## config.mk

```make
export PLATFORM = sky130hd
export DESIGN_NAME = array_list_append_delete
export DESIGN_NICKNAME = d
export VERILOG_FILES = /design/src/hw/rtl/alad_pkg.sv /design/src/hw/rtl/alad_store.sv /design/src/hw/rtl/array_list_append_delete.sv
export SDC_FILE = /design/constraint.sdc
export NUM_CORES = 1
export LEC_CHECK = 0
export BUFFER_PORTS_ARGS = -buffer_cell sky130_fd_sc_hd__buf_4
export CAP_MARGIN = 20
export CORE_MARGIN = 2
export CORE_UTILIZATION = 63
export CTS_BUF_LIST = sky130_fd_sc_hd__clkbuf_2 sky130_fd_sc_hd__clkbuf_4 sky130_fd_sc_hd__clkbuf_8
export CTS_CLUSTER_DIAMETER = 80
export DETAILED_ROUTE_END_ITERATION = 10
export GPL_ROUTABILITY_DRIVEN = 1
export PLACE_DENSITY = 0.82
export SYNTH_ARGS = -nofsm -noshare
export SYNTH_HDL_FRONTEND = slang
export SYNTH_SLANG_ARGS = --single-unit
```

## constraint.sdc

```tcl
create_clock -name clk -period 4.55 [get_ports clk]
set_input_delay 0.91 -clock clk [delete_from_list [all_inputs] [get_ports clk]]
set_output_delay 0.91 -clock clk [all_outputs]
set_load 0.05 [all_outputs]
```

## src/hw/rtl/alad_pkg.sv

```systemverilog
// alad_pkg: shared types, codes and defaults for the compact value list.
// Used by alad_store and array_list_append_delete; depends on nothing.

package alad_pkg;

  // Default store depth
  localparam int ALAD_DEPTH = 8;

  // Command codes
  localparam logic [1:0] CMD_INSERT = 2'd0;
  localparam logic [1:0] CMD_DELETE = 2'd1;
  localparam logic [1:0] CMD_READ   = 2'd2;

  // Status codes
  localparam logic [2:0] STS_DONE     = 3'd0;
  localparam logic [2:0] STS_FULL     = 3'd1;
  localparam logic [2:0] STS_EMPTY    = 3'd2;
  localparam logic [2:0] STS_NOTFOUND = 3'd3;
  localparam logic [2:0] STS_READ     = 3'd4;

  // Input transfer
  typedef struct packed {
    logic [1:0]         cmd;
    logic signed [31:0] value;
  } alad_in_t;

  // Result transfer
  typedef struct packed {
    logic [2:0]         status;
    logic [2:0]         position;
    logic signed [31:0] entry_value;
    logic [3:0]         count;
    logic               last;
  } alad_out_t;

  // Sequencer states
  typedef enum logic [1:0] {
    ST_IDLE,
    ST_SEARCH,
    ST_SHIFT,
    ST_READ
  } alad_state_t;

endpackage

```

## src/hw/rtl/alad_store.sv

```systemverilog
// alad_store: entry memory with one write port, one registered read port
// and the shared equality comparator; depends on alad_pkg.

module alad_store #(
  parameter int DEPTH = alad_pkg::ALAD_DEPTH
) (
  input  logic                       clk,
  input  logic                       wr_en,
  input  logic [$clog2(DEPTH)-1:0]   wr_addr,
  input  logic signed [31:0]         wr_data,
  input  logic                       rd_en,
  input  logic [$clog2(DEPTH)-1:0]   rd_addr,
  input  logic signed [31:0]         key,
  output logic signed [31:0]         rd_data,
  output logic                       match
);
  import alad_pkg::*;

  logic signed [31:0] mem [DEPTH];
  logic signed [31:0] rd_data_r;

  // Write one entry
  always_ff @(posedge clk) begin
    if (wr_en) begin
      mem[wr_addr] <= wr_data;
    end
  end

  // Register the read data
  always_ff @(posedge clk) begin
    if (rd_en) begin
      rd_data_r <= mem[rd_addr];
    end
  end

  // Compare the entry just read against the search key
  assign rd_data = rd_data_r;
  assign match   = (rd_data_r == key);

endmodule

```

## src/hw/rtl/array_list_append_delete.sv

```systemverilog
// array_list_append_delete: compact list of signed 32-bit values with
// append, delete-by-value and read out; depends on alad_pkg, alad_store.
//
//  channel  | handshake            | payload
//  ---------+----------------------+---------------------
//  input    | start, busy          | in_item  (alad_in_t)
//  result   | out_valid (strobe)   | out_item (alad_out_t)
//
// Insert and every command on an empty list finish in ST_IDLE; the result
// shows in the cycle after the transfer and the next command is taken at once.
// Delete walks the memory's single read port: it searches up to the match
// or, on a miss, to the last entry; on a match it then moves each entry
// above it down by one place and finishes.
// Read out gives one result a cycle.
// Synchronous active-low reset empties the list; entries are not cleared.
// Results cannot be stalled: each out_valid pulse lasts one cycle.

module array_list_append_delete #(
  parameter int DEPTH = alad_pkg::ALAD_DEPTH
) (
  input  logic                clk,
  input  logic                rst_n,
  input  logic                start,
  output logic                busy,
  input  alad_pkg::alad_in_t  in_item,
  output logic                out_valid,
  output alad_pkg::alad_out_t out_item
);
  import alad_pkg::*;

  localparam int AW = $clog2(DEPTH);
  localparam int CW = $clog2(DEPTH + 1);

  alad_state_t        state_r, state_nxt;
  logic [CW-1:0]      count_r, count_nxt;
  logic signed [31:0] key_r, key_nxt;
  logic [CW-1:0]      idx_r, idx_nxt;
  logic               chk_vld_r, chk_vld_nxt;
  logic [CW-1:0]      chk_idx_r, chk_idx_nxt;
  logic [AW-1:0]      pos_r, pos_nxt;
  logic               out_vld_r, out_vld_nxt;
  alad_out_t          out_r, out_nxt;

  logic               wr_en;
  logic [AW-1:0]      wr_addr;
  logic signed [31:0] wr_data;
  logic               rd_en;
  logic [AW-1:0]      rd_addr;
  logic signed [31:0] rd_data;
  logic               match;

  logic               accept;
  logic               rd_go;
  logic               chk_last;
  logic               hit;
  logic               miss;
  logic               shift_end;
  logic [CW-1:0]      cnt_inc;
  logic [CW-1:0]      cnt_dec;
  logic [CW-1:0]      src_dec;
  logic [CW-1:0]      src_inc;

  assign accept    = start && (state_r == ST_IDLE);
  assign busy      = (state_r != ST_IDLE);
  assign cnt_inc   = count_r + CW'(1);
  assign cnt_dec   = count_r - CW'(1);
  assign src_dec   = chk_idx_r - CW'(1);
  assign src_inc   = chk_idx_r + CW'(1);
  assign rd_go     = (idx_r < count_r);
  assign chk_last  = chk_vld_r && (chk_idx_r == cnt_dec);
  assign hit       = chk_vld_r && match;
  assign miss      = chk_last && !match;
  assign shift_end = !chk_vld_r && !rd_go;

  alad_store #(
    .DEPTH (DEPTH)
  ) u_store (
    .clk     (clk),
    .wr_en   (wr_en),
    .wr_addr (wr_addr),
    .wr_data (wr_data),
    .rd_en   (rd_en),
    .rd_addr (rd_addr),
    .key     (key_r),
    .rd_data (rd_data),
    .match   (match)
  );

  // Next state
  always_comb begin
    state_nxt = state_r;
    case (state_r)
      ST_IDLE: begin
        if (accept && (count_r != '0)) begin
          if (in_item.cmd == CMD_DELETE) begin
            state_nxt = ST_SEARCH;
          end else if (in_item.cmd == CMD_READ) begin
            state_nxt = ST_READ;
          end
        end
      end
      ST_SEARCH: begin
        if (hit) begin
          state_nxt = ST_SHIFT;
        end else if (miss) begin
          state_nxt = ST_IDLE;
        end
      end
      ST_SHIFT: begin
        if (shift_end) begin
          state_nxt = ST_IDLE;
        end
      end
      ST_READ: begin
        if (chk_last) begin
          state_nxt = ST_IDLE;
        end
      end
      default: state_nxt = ST_IDLE;
    endcase
  end

  // Datapath, memory port and result
  always_comb begin
    count_nxt   = count_r;
    key_nxt     = key_r;
    idx_nxt     = idx_r;
    chk_vld_nxt = 1'b0;
    chk_idx_nxt = chk_idx_r;
    pos_nxt     = pos_r;
    out_vld_nxt = 1'b0;
    out_nxt     = out_r;
    wr_en       = 1'b0;
    wr_addr     = count_r[AW-1:0];
    wr_data     = in_item.value;
    rd_en       = 1'b0;
    rd_addr     = idx_r[AW-1:0];
    case (state_r)
      ST_IDLE: begin
        if (accept) begin
          out_nxt.position    = '0;
          out_nxt.entry_value = in_item.value;
          out_nxt.count       = 4'(count_r);
          out_nxt.last        = 1'b1;
          case (in_item.cmd)
            CMD_INSERT: begin
              out_vld_nxt = 1'b1;
              if (count_r == CW'(DEPTH)) begin
                out_nxt.status = STS_FULL;
              end else begin
                // Append after the last held entry
                wr_en            = 1'b1;
                count_nxt        = cnt_inc;
                out_nxt.status   = STS_DONE;
                out_nxt.position = 3'(count_r);
                out_nxt.count    = 4'(cnt_inc);
              end
            end
            CMD_DELETE, CMD_READ: begin
              if (count_r == '0) begin
                out_vld_nxt    = 1'b1;
                out_nxt.status = STS_EMPTY;
                if (in_item.cmd == CMD_READ) begin
                  out_nxt.entry_value = '0;
                end
              end else begin
                key_nxt = in_item.value;
                idx_nxt = '0;
              end
            end
            default: begin
              // Unused command: drop it
              out_vld_nxt = 1'b0;
            end
          endcase
        end
      end
      ST_SEARCH: begin
        rd_en       = rd_go;
        chk_vld_nxt = rd_go;
        chk_idx_nxt = idx_r;
        if (rd_go) begin
          idx_nxt = idx_r + CW'(1);
        end
        if (hit) begin
          // Restart the walk one place above the match
          rd_en       = 1'b0;
          chk_vld_nxt = 1'b0;
          pos_nxt     = chk_idx_r[AW-1:0];
          idx_nxt     = src_inc;
        end else if (miss) begin
          out_vld_nxt         = 1'b1;
          out_nxt.status      = STS_NOTFOUND;
          out_nxt.position    = '0;
          out_nxt.entry_value = key_r;
          out_nxt.count       = 4'(count_r);
          out_nxt.last        = 1'b1;
        end
      end
      ST_SHIFT: begin
        rd_en       = rd_go;
        chk_vld_nxt = rd_go;
        chk_idx_nxt = idx_r;
        if (rd_go) begin
          idx_nxt = idx_r + CW'(1);
        end
        // Move the entry just read down by one place
        if (chk_vld_r) begin
          wr_en   = 1'b1;
          wr_addr = src_dec[AW-1:0];
          wr_data = rd_data;
        end
        if (shift_end) begin
          count_nxt           = cnt_dec;
          out_vld_nxt         = 1'b1;
          out_nxt.status      = STS_DONE;
          out_nxt.position    = 3'(pos_r);
          out_nxt.entry_value = key_r;
          out_nxt.count       = 4'(cnt_dec);
          out_nxt.last        = 1'b1;
        end
      end
      ST_READ: begin
        rd_en       = rd_go;
        chk_vld_nxt = rd_go;
        chk_idx_nxt = idx_r;
        if (rd_go) begin
          idx_nxt = idx_r + CW'(1);
        end
        // Emit one entry a cycle
        if (chk_vld_r) begin
          out_vld_nxt         = 1'b1;
          out_nxt.status      = STS_READ;
          out_nxt.position    = 3'(chk_idx_r);
          out_nxt.entry_value = rd_data;
          out_nxt.count       = 4'(count_r);
          out_nxt.last        = chk_last;
        end
      end
      default: begin
        out_vld_nxt = 1'b0;
      end
    endcase
  end

  // Control registers
  always_ff @(posedge clk) begin
    if (!rst_n) begin
      state_r   <= ST_IDLE;
      count_r   <= '0;
      chk_vld_r <= 1'b0;
      out_vld_r <= 1'b0;
    end else begin
      state_r   <= state_nxt;
      count_r   <= count_nxt;
      chk_vld_r <= chk_vld_nxt;
      out_vld_r <= out_vld_nxt;
    end
  end

  // Payload registers
  always_ff @(posedge clk) begin
    key_r     <= key_nxt;
    idx_r     <= idx_nxt;
    chk_idx_r <= chk_idx_nxt;
    pos_r     <= pos_nxt;
    out_r     <= out_nxt;
  end

  assign out_valid = out_vld_r;
  assign out_item  = out_r;

endmodule
```

==> metrics, run 1 <==
top cells by count, synth=edfxtp_1 (374), mux2_2 (64), mux4_2 (64); fill cell count=1501; Final Hold Fails=0; initial antenna violation count=0; Area Growth Syn to Fin=14.09%; NetSw=1788 uW; GR Util All Layers=27.62%; crit end category=flop; top cells by area, synth=edfxtp_1 (71%), mux4_2 (9.1%), mux2_2 (4.5%); H-tree Lvls=2; DRC Markers=0; area fraction of the dominant cell type after synthesis=70.84%; CP max FO=40; Placement Setup Slack=1.362 ns; Slew HR=37.68%; Mapped Cells=888; Min-Delay Path Class=in -> reg; largest net degree at the start of global routing=62; layout cells sized above 1=32.13%; Slew @ Worst Pin=0.9348 ns; fmax=301.5 MHz; vias in the first global route=8912; Seq cells post-synth=382; Std-Cell Rows=58; core area=24960 sq um; global-route wire length before repair=53.10 mm; Initial Util=63.51%; EDFF count, synth=374; cts repair resizes=0; die area=26450 sq um; Max IR drop VDD=250.5 uV; Overflow after GRT=0; Yosys warning count=0; CP Data Arrival Time=3.58 ns; Final ANT Viol Nets=0; cts hold-fix bufs=0; Post-CTS Setup Bufs=0; CTS tree=yes; count of cell types in the netlist=53; Setup crit start kind=flop; setup TNS=0 ns; Die W=162.6 um; RePlAce Congestion=0.8557; max cap viols=0; Fin Clk Skew=0.01249 ns; Yosys top cell by area=edfxtp_1; hold depth=1; Reg-to-Reg End=out_item[23]; Primary FF master, synth=edfxtp_1; flop2flop setup slack=1.23 ns; clock share of power=35.7%; via/cell ratio=6.355; Setup-failing EPs final=0; WL/cell=25.82 um; required time worst endpoint=4.82 ns; crit path to=out_item[23]; start point of the critical path=u_store.rd_data[15]; ys async rst share=0%; DR vias=8782; Pint=5672 uW; IO Port Bufs=81; Pwr Density=412.5 nW/um^2; syn nets=938; Crit Path Class=reg -> reg; CTS clock-pin slew for the worst setup and hold paths=0.06 ns; Sw Share=23.97%; Num CTS Buffers=58; Reg power frac=54.1%; DP Wirelength=20.46 mm; clock tree buffer depth=3; final net count=1058; Final period util=72.91%; Critical R2R Launch=u_store.rd_data[15]; number of diodes=0; RSZ-0062 raised after global routing=no; initial DRC count=1086; worst reg-to-reg path cell count=7; Max Slew Vio Count=0; total clock sinks=382; Clock Latency Late Sink=0.60 ns; Die Height=162.6 um; router iterations before antenna repair=5; setup ws final=1.233 ns; I/O pin count=82; Root Driver=clkbuf_8; final wirelength=35.68 mm; count leader, synth=edfxtp_1; Static Leak=0.006359 uW; status=finished clean; Mean Syn Cell Area=17.85 sq um; Logic pwr share=10.2%; Final min period=3.317 ns; post-synthesis sequential area ratio=71.85%; Post-Synthesis Cell Area=15850 sq um
cells by family after synthesis:
family	synth area share, %
and+or+nand+nor	3.883
buffers and inverters	1.492
DFF	71.85
AOI/OAI and AO/OA	3.512
muxes	15.75
adders and majority gates	1.026
xor gates and xnor gates	2.486
registers in the layout (all words and copies together), names as in the netlist:
register and flops:
chk_idx_r 4, chk_vld_r 1, count_r 4, idx_r 4, key_r 32, out_item 43
out_valid 1, pos_r 3, state_r 2, u_store.mem 256, u_store.rd_data 32
worst min path at each step:
stage            startpoint      endpoint  slack, ns
2_1_floorplan  chk_idx_r[2]      pos_r[2]       0.42
3_3_place_gp       idx_r[3]  chk_idx_r[3]       0.52
3_5_place_dp       idx_r[3]  chk_idx_r[3]       0.55
4_1_cts         in_item[20]     key_r[20]       0.49
5_1_grt         in_item[10]     key_r[10]       0.49
6_report        in_item[20]     key_r[20]       0.51
cell type report:
| type | instances | area, sq um | share of cell area [%] |
|---|---|---|---|
| Clock buffer | 84 | 1012 | 5.596 |
| Clock inverter | 20 | 88.84 | 0.4911 |
| Tap cell | 330 | 412.9 | 2.283 |
| Multi-Input combinational cell | 446 | 4329 | 23.93 |
| Sequential cell | 382 | 11390 | 62.98 |
| Timing Repair Buffer | 104 | 793.3 | 4.386 |
| Inverter | 16 | 60.06 | 0.3320 |
cell usage in the layout (no fill, tap or decap), drive strengths merged, types with 16 or more instances in the layout:
| cell type | Yosys | layout |
|---|---|---|
| edfxtp | 374 | 374 |
| buf | 9 | 104 |
| clkbuf | 35 | 84 |
| mux2 | 65 | 65 |
| mux4 | 64 | 64 |
| nand2 | 58 | 58 |
| o21ai | 46 | 46 |
| nor2 | 34 | 34 |
| mux2i | 32 | 32 |
| xnor2 | 23 | 23 |
| xor2 | 22 | 22 |
| clkinv | 0 | 20 |
| inv | 16 | 16 |
per-stage QoR:
stage / power [uW] / hold slack (ns) / utilization (%) / cell area [sq um] / std cells
floorplan: 4602 / 0.4244 / - / 15850 / 888
global placement: 4844 / 0.5226 / 68.04 / 16990 / 1278
detailed placement: 4863 / 0.5470 / 68.04 / 16990 / 1278
CTS: 7490 / 0.4862 / 72.45 / 18090 / 1382
global route: 7679 / 0.4919 / 72.45 / 18090 / 1382
finish: 7461 / 0.5086 / 72.45 / 18090 / 1382
power groups by stage:
stage	combinational (uW)	clock (uW)	sequential, uW
2_1_floorplan	352	0	4250
3_3_place_gp	741	0	4100
3_5_place_dp	758	0	4100
4_1_cts	760	2700	4030
5_1_grt	807	2840	4040
6_report	761	2670	4030
worst max-delay path: stages (launching register included):
cell	delay [ns]
edfxtp_1	0.42
xnor2_1	0.37
nand4_1	0.18
nor4_1	0.45
nand3_1	0.43
o21ai_0	0.60
nand3_2	0.12
buf_4	0.36
per-layer routing:
layer,routed length (um),track usage (%)
met2,17950,46.05
met4,842,8.930
met1,14120,38.24
met3,2765,4.304
met5,0,0
No activity file was read; power rests on OpenSTA's default activity.
==> run 2: changes to the inputs <==
==> constraint.sdc (replaced) <==
create_clock -name clk -period 3.4 [get_ports clk]
set_input_delay 0.68 -clock clk [delete_from_list [all_inputs] [get_ports clk]]
set_output_delay 0.68 -clock clk [all_outputs]
set_load 0.05 [all_outputs]
==> metrics, run 2 (synthesized netlist as in run 1, its figures left out) <==
status=finished clean (unchanged); CP Data Arrival Time=3.23 ns (was 3.58 ns); WL/cell=24.75 um (was 25.82 um); core area=24960 sq um (unchanged); GR Util All Layers=26.72% (was 27.62%); vias in the first global route=9093 (was 8912); number of diodes=0 (unchanged); clock tree buffer depth=3 (unchanged); Final period util=85.17% (was 72.91%); CP max FO=8 (was 40); Final ANT Viol Nets=0 (unchanged); final wirelength=34.53 mm (was 35.68 mm); Pwr Density=551.7 nW/um^2 (was 412.5 nW/um^2); final net count=1065 (was 1058); DR vias=8791 (was 8782); total clock sinks=382 (unchanged); leading cell type in the layout, fill and taps excluded=edfxtp_1 (unchanged); Final min period=2.896 ns (was 3.317 ns); IO Port Bufs=81 (unchanged); initial DRC count=1043 (was 1086); Overflow after GRT=0 (unchanged); Static Leak=0.006419 uW (was 0.006359 uW); Cell Area, Placed=17080 sq um (was 16990 sq um); cts repair resizes=0 (unchanged); Final Hold Fails=0 (unchanged); largest net degree at the start of global routing=69 (was 62); I/O pin count=82 (unchanged); clock share of power=36.2% (was 35.7%); H-tree Lvls=2 (unchanged); CTS clock-pin slew for the worst setup and hold paths=0.06 ns (about the same); Post-CTS Setup Bufs=0 (unchanged); Crit Path Class=reg -> reg (unchanged); RePlAce Congestion=0.8701 (was 0.8557); flop2flop setup slack=0.50 ns (was 1.23 ns); DP Wirelength=19.76 mm (was 20.46 mm); Max Slew Vio Count=0 (unchanged); Most flops, register=u_store.mem (unchanged); Area Growth Syn to Fin=14.90% (was 14.09%); Slew HR=33.12% (was 37.68%); Num CTS Buffers=59 (was 58); Pint=7589 uW (was 5672 uW); fmax=345.3 MHz (was 301.5 MHz); Logic pwr share=10.3% (was 10.2%); Clock Latency Late Sink=0.60 ns (about the same); die area=26450 sq um (unchanged); Std-Cell Rows=58 (unchanged); fin area=18220 sq um (was 18090 sq um); Reg power frac=53.5% (was 54.1%); Die Height=162.6 um (unchanged); RSZ-0062 raised after global routing=no (unchanged); global-route wire length before repair=52.08 mm (was 53.10 mm); Initial Util=63.51% (unchanged); initial antenna violation count=0 (unchanged); Setup-failing EPs final=0 (unchanged); max cap viols=0 (unchanged); Root Driver=clkbuf_8 (unchanged); Sw Share=24.47% (was 23.97%); NetSw=2459 uW (was 1788 uW); share of the core filled with cells=72.97% (was 72.45%); setup TNS=0 ns (unchanged); fill cell count=1468 (was 1501); via/cell ratio=6.302 (was 6.355); crit end category=flop (unchanged); Die W=162.6 um (unchanged); CTS tree=yes (unchanged); Slew @ Worst Pin=1.003 ns (was 0.9348 ns); most frequent cells in the layout=edfxtp_1 (374), buf_4 (106), mux4_2 (64), mux2_2 (64), clkbuf_8 (60) (was edfxtp_1 (374), buf_4 (103), mux4_2 (64), mux2_2 (64), clkbuf_8 (61)); cts hold-fix bufs=0 (unchanged); Setup crit start kind=flop (unchanged); required time worst endpoint=3.74 ns (was 4.82 ns); router iterations before antenna repair=5 (unchanged); DRC Markers=0 (unchanged); Min-Delay Path Class=in -> reg (unchanged); max reg flops=256 (unchanged); Max IR drop VDD=321.6 uV (was 250.5 uV); Fin Clk Skew=0.02888 ns (was 0.01249 ns); layout cells sized above 1=32.96% (was 32.13%)
## run 2: cell count changes in the layout (fill, tap and decap cells not counted), sizes merged
cell,before,now
inv,16,17
bufinv,0,1
clkbuf,84,74
clkinv,20,31
clkinvlp,0,4
buf,104,110
## run 2: per-layer routing
metal | global-route usage [%] | vias up | wire (um)
met1 | 35.56 | 4456 | 13240
met5 | 0 | - | 0
met3 | 5.169 | 95 | 2850
met4 | 10.62 | 0 | 1230
li1 | - | 3776 | -
met2 | 44.31 | 464 | 17210
## run 2: stage by stage
| step | cells | power, uW | setup slack [ns] | hold WS (ns) |
|---|---|---|---|---|
| floorplan | 888 | 6158 | 0.1120 | 0.4244 |
| global placement | 1284 | 6483 | 0.5765 | 0.5323 |
| detailed placement | 1284 | 6508 | 0.5013 | 0.5324 |
| CTS | 1395 | 10100 | 0.5070 | 0.2437 |
| global route | 1395 | 10380 | 0.3648 | 0.2458 |
| finish | 1395 | 10050 | 0.5042 | 0.2711 |
## run 2: layout make-up
cell class                 count  area, sq um  area share [%]
tap                          330        412.9           2.267
sequential                   382        11390           62.53
clock inverter                37        203.9           1.120
clock buffer                  74        930.9           5.110
multi-input combinational    446         4342           23.83
inverter                      16        60.06          0.3297
timing repair buffer         110        875.8           4.808
## run 2: power groups by stage
stage | Sequential (uW) | Combinational, uW | Clock [uW]
floorplan | 5690 | 472 | 0
global placement | 5470 | 1010 | 0
detailed placement | 5480 | 1030 | 0
CTS | 5380 | 1030 | 3680
global route | 5390 | 1100 | 3890
finish | 5380 | 1030 | 3640
## run 2: final timing paths
check / startpoint / to / depth (start not counted)
setup / recovery: count_r[1] / idx_r[1] / 8
hold / removal: in_item[15] / key_r[15] / 1
setup reg to reg: count_r[1] / idx_r[1] / 8
hold reg to reg: idx_r[3] / chk_idx_r[3] / 0
## run 2: worst max-delay path, cell delays in order, from the launching register on
cell      delay [ns]
dfxtp_1         0.45
inv_1           0.12
ha_1            0.22
or3b_1          0.37
a211oi_2        0.33
nor2_2          0.16
mux2_4          0.33
and2_1          0.16
or4_1           0.50
==> run 3: changes to the inputs <==
--- a/config.mk
+++ b/config.mk
@@ -12,7 +12,6 @@
 export CTS_BUF_LIST = sky130_fd_sc_hd__clkbuf_2 sky130_fd_sc_hd__clkbuf_4 sky130_fd_sc_hd__clkbuf_8
 export CTS_CLUSTER_DIAMETER = 80
 export DETAILED_ROUTE_END_ITERATION = 10
-export GPL_ROUTABILITY_DRIVEN = 1
 export PLACE_DENSITY = 0.82
 export SYNTH_ARGS = -nofsm -noshare
 export SYNTH_HDL_FRONTEND = slang
==> constraint.sdc (replaced) <==
create_clock -name clk -period 3.4 [get_ports clk]
set_input_delay 0 -clock clk [delete_from_list [all_inputs] [get_ports clk]]
set_output_delay 0 -clock clk [all_outputs]
set_load 0.05 [all_outputs]
==> metrics, run 3 (synthesized netlist as in run 1, its figures left out) <==
status=finished clean (unchanged); fmax=344.9 MHz (was 345.3 MHz); router iterations before antenna repair=7 (was 5); die area=26450 sq um (unchanged); Slew @ Worst Pin=1.043 ns (was 1.003 ns); fill cell count=1382 (was 1468); Final Hold Fails=0 (unchanged); final net count=1094 (was 1065); Max IR drop VDD=348.9 uV (was 321.6 uV); Final min period=2.900 ns (was 2.896 ns); Num CTS Buffers=56 (was 59); number of diodes=0 (unchanged); Final period util=85.28% (was 85.17%); DRC Markers=0 (unchanged); Min-Delay Path Class=in -> reg (unchanged); Logic pwr share=10.4% (was 10.3%); H-tree Lvls=2 (unchanged); crit end category=flop (unchanged); Static Leak=0.006543 uW (was 0.006419 uW); Initial Util=63.51% (unchanged); flop2flop setup slack=0.50 ns (about the same); crit path to=idx_r[1] (unchanged); I/O pin count=82 (unchanged); Setup-failing EPs final=0 (unchanged); Root Driver=clkbuf_8 (unchanged); WL/cell=24.71 um (was 24.75 um); initial DRC count=1055 (was 1043); max reg flops=256 (unchanged); DR vias=8922 (was 8791); layout cells sized above 1=31.10% (was 32.96%); Std-Cell Rows=58 (unchanged); vias in the first global route=9105 (was 9093); largest net degree at the start of global routing=69 (unchanged); RePlAce Congestion=0.8948 (was 0.8701); core area=24960 sq um (unchanged); Pint=7737 uW (was 7589 uW); Clock Latency Late Sink=0.59 ns (was 0.60 ns); GR Util All Layers=27.13% (was 26.72%); worst reg-to-reg path cell count=8 (unchanged); fin area=18540 sq um (was 18220 sq um); Overflow after GRT=0 (unchanged); IO Port Bufs=81 (unchanged); CTS clock-pin slew for the worst setup and hold paths=0.07 ns (was 0.06 ns); Max Slew Vio Count=0 (unchanged); multi-input logic area=4342 sq um (unchanged); CP max FO=8 (unchanged); Cell Area, Placed=17030 sq um (was 17080 sq um); CP Data Arrival Time=3.23 ns (about the same); max cap viols=0 (unchanged); setup TNS=0 ns (unchanged); FF/Latch Area=11390 sq um (unchanged); Post-CTS Setup Bufs=0 (unchanged); Reg power frac=52.8% (was 53.5%); cts repair resizes=0 (unchanged); Slowest cell on crit path=or4_1 (unchanged); CTS tree=yes (unchanged); start point of the critical path=count_r[1] (unchanged); most frequent cells in the layout=edfxtp_1 (374), buf_4 (104), mux4_2 (64), mux2_2 (64), clkbuf_8 (57) (was edfxtp_1 (374), buf_4 (106), mux4_2 (64), mux2_2 (64), clkbuf_8 (60)); Reg-to-Reg End=idx_r[1] (unchanged); Slew HR=30.48% (was 33.12%); clock share of power=36.8% (was 36.2%); via/cell ratio=6.283 (was 6.302); Area Growth Syn to Fin=16.94% (was 14.90%); critical path's largest stage delay=0.51 ns (was 0.50 ns); Critical R2R Launch=count_r[1] (unchanged); leading cell type in the layout, fill and taps excluded=edfxtp_1 (unchanged); required time worst endpoint=3.73 ns (was 3.74 ns); Pwr Density=549.7 nW/um^2 (was 551.7 nW/um^2); Die W=162.6 um (unchanged); NetSw=2454 uW (was 2459 uW); Fin Clk Skew=0.01827 ns (was 0.02888 ns); clock tree buffer depth=3 (unchanged); Final ANT Viol Nets=0 (unchanged); Setup crit start kind=flop (unchanged); total clock sinks=382 (unchanged); final wirelength=35.09 mm (was 34.53 mm); Sw Share=24.08% (was 24.47%); initial antenna violation count=0 (unchanged); RSZ-0062 raised after global routing=no (unchanged); crit-path cells=inv_1 -> ha_1 -> or3b_1 -> a211oi_2 -> nor2_2 -> mux2_4 -> and2_1 -> or4_1 (unchanged); global-route wire length before repair=52.79 mm (was 52.08 mm); Most flops, register=u_store.mem (unchanged); Die Height=162.6 um (unchanged); DP Wirelength=19.24 mm (was 19.76 mm); Crit Path Class=reg -> reg (unchanged)
[run 3: worst min path at each step]
| stage | from | endpoint | slack [ns] | cells past startpoint |
|---|---|---|---|---|
| finish | in_item[10] | key_r[10] | 0.15 | 2 |
| global route | in_item[5] | key_r[5] | 0.13 | 2 |
| CTS | in_item[10] | key_r[10] | 0.12 | 2 |
| detailed placement | in_item[15] | key_r[15] | 0.20 | 1 |
| global placement | in_item[15] | key_r[15] | 0.20 | 1 |
| floorplan | in_item[0] | key_r[0] | 0.1 | 0 |
[run 3: cell type report]
| class | count | share of cell area, % |
|---|---|---|
| Sequential cell | 382 | 61.44 |
| Multi-Input combinational cell | 446 | 23.42 |
| Timing Repair Buffer | 142 | 6.371 |
| Clock buffer | 62 | 4.434 |
| Tap cell | 330 | 2.227 |
| Clock inverter | 42 | 1.782 |
| Inverter | 16 | 0.3240 |
[run 3: through the flow]
| stage | std cells | setup slack, ns | hold WS [ns] | util, % | power, uW |
|---|---|---|---|---|---|
| 6_report | 1420 | 0.5003 | 0.1499 | 74.26 | 10190 |
| 5_1_grt | 1420 | 0.3646 | 0.1283 | 74.26 | 10490 |
| 4_1_cts | 1420 | 0.5238 | 0.1150 | 74.26 | 10220 |
| 3_5_place_dp | 1280 | 0.5215 | 0.1984 | 68.20 | 6490 |
| 3_3_place_gp | 1280 | 0.5987 | 0.1988 | 68.20 | 6467 |
| 2_1_floorplan | 888 | 0.1120 | 0.09887 | - | 6158 |
[run 3: per-layer routing]
layer	track usage [%]	vias up	wire length [um]
met2	45.32	487	17690
li1	-	3840	-
met5	0	-	0
met3	4.838	81	2822
met4	10.22	0	1120
met1	36.31	4514	13460
[run 3: power by group through the flow]
stage                     Combinational [uW]  Sequential (uW)  Clock, uW
after floorplan                          472             5690          0
after global placement                   995             5470          0
after detailed placement                1010             5480          0
after CTS                               1050             5380       3780
after global routing                    1120             5390       3990
final                                   1060             5380       3750
[run 3: timing repair]
item | in CTS | in global routing
endpoints found under the hold margin | 328 | 0
endpoints found under the setup margin | 0 | 0
hold buffers | 36 | 0
[run 3: critical path: cells and delay by family (launching register included)]
family | cells | cell delay, ns
flip-flops | 1 | 0.46
AND/OR/NAND/NOR | 4 | 1.18
adder cells (fa/ha/maj) | 1 | 0.23
buffers and inverters | 1 | 0.13
multiplexers | 1 | 0.33
AO/OA/AOI/OAI | 1 | 0.31
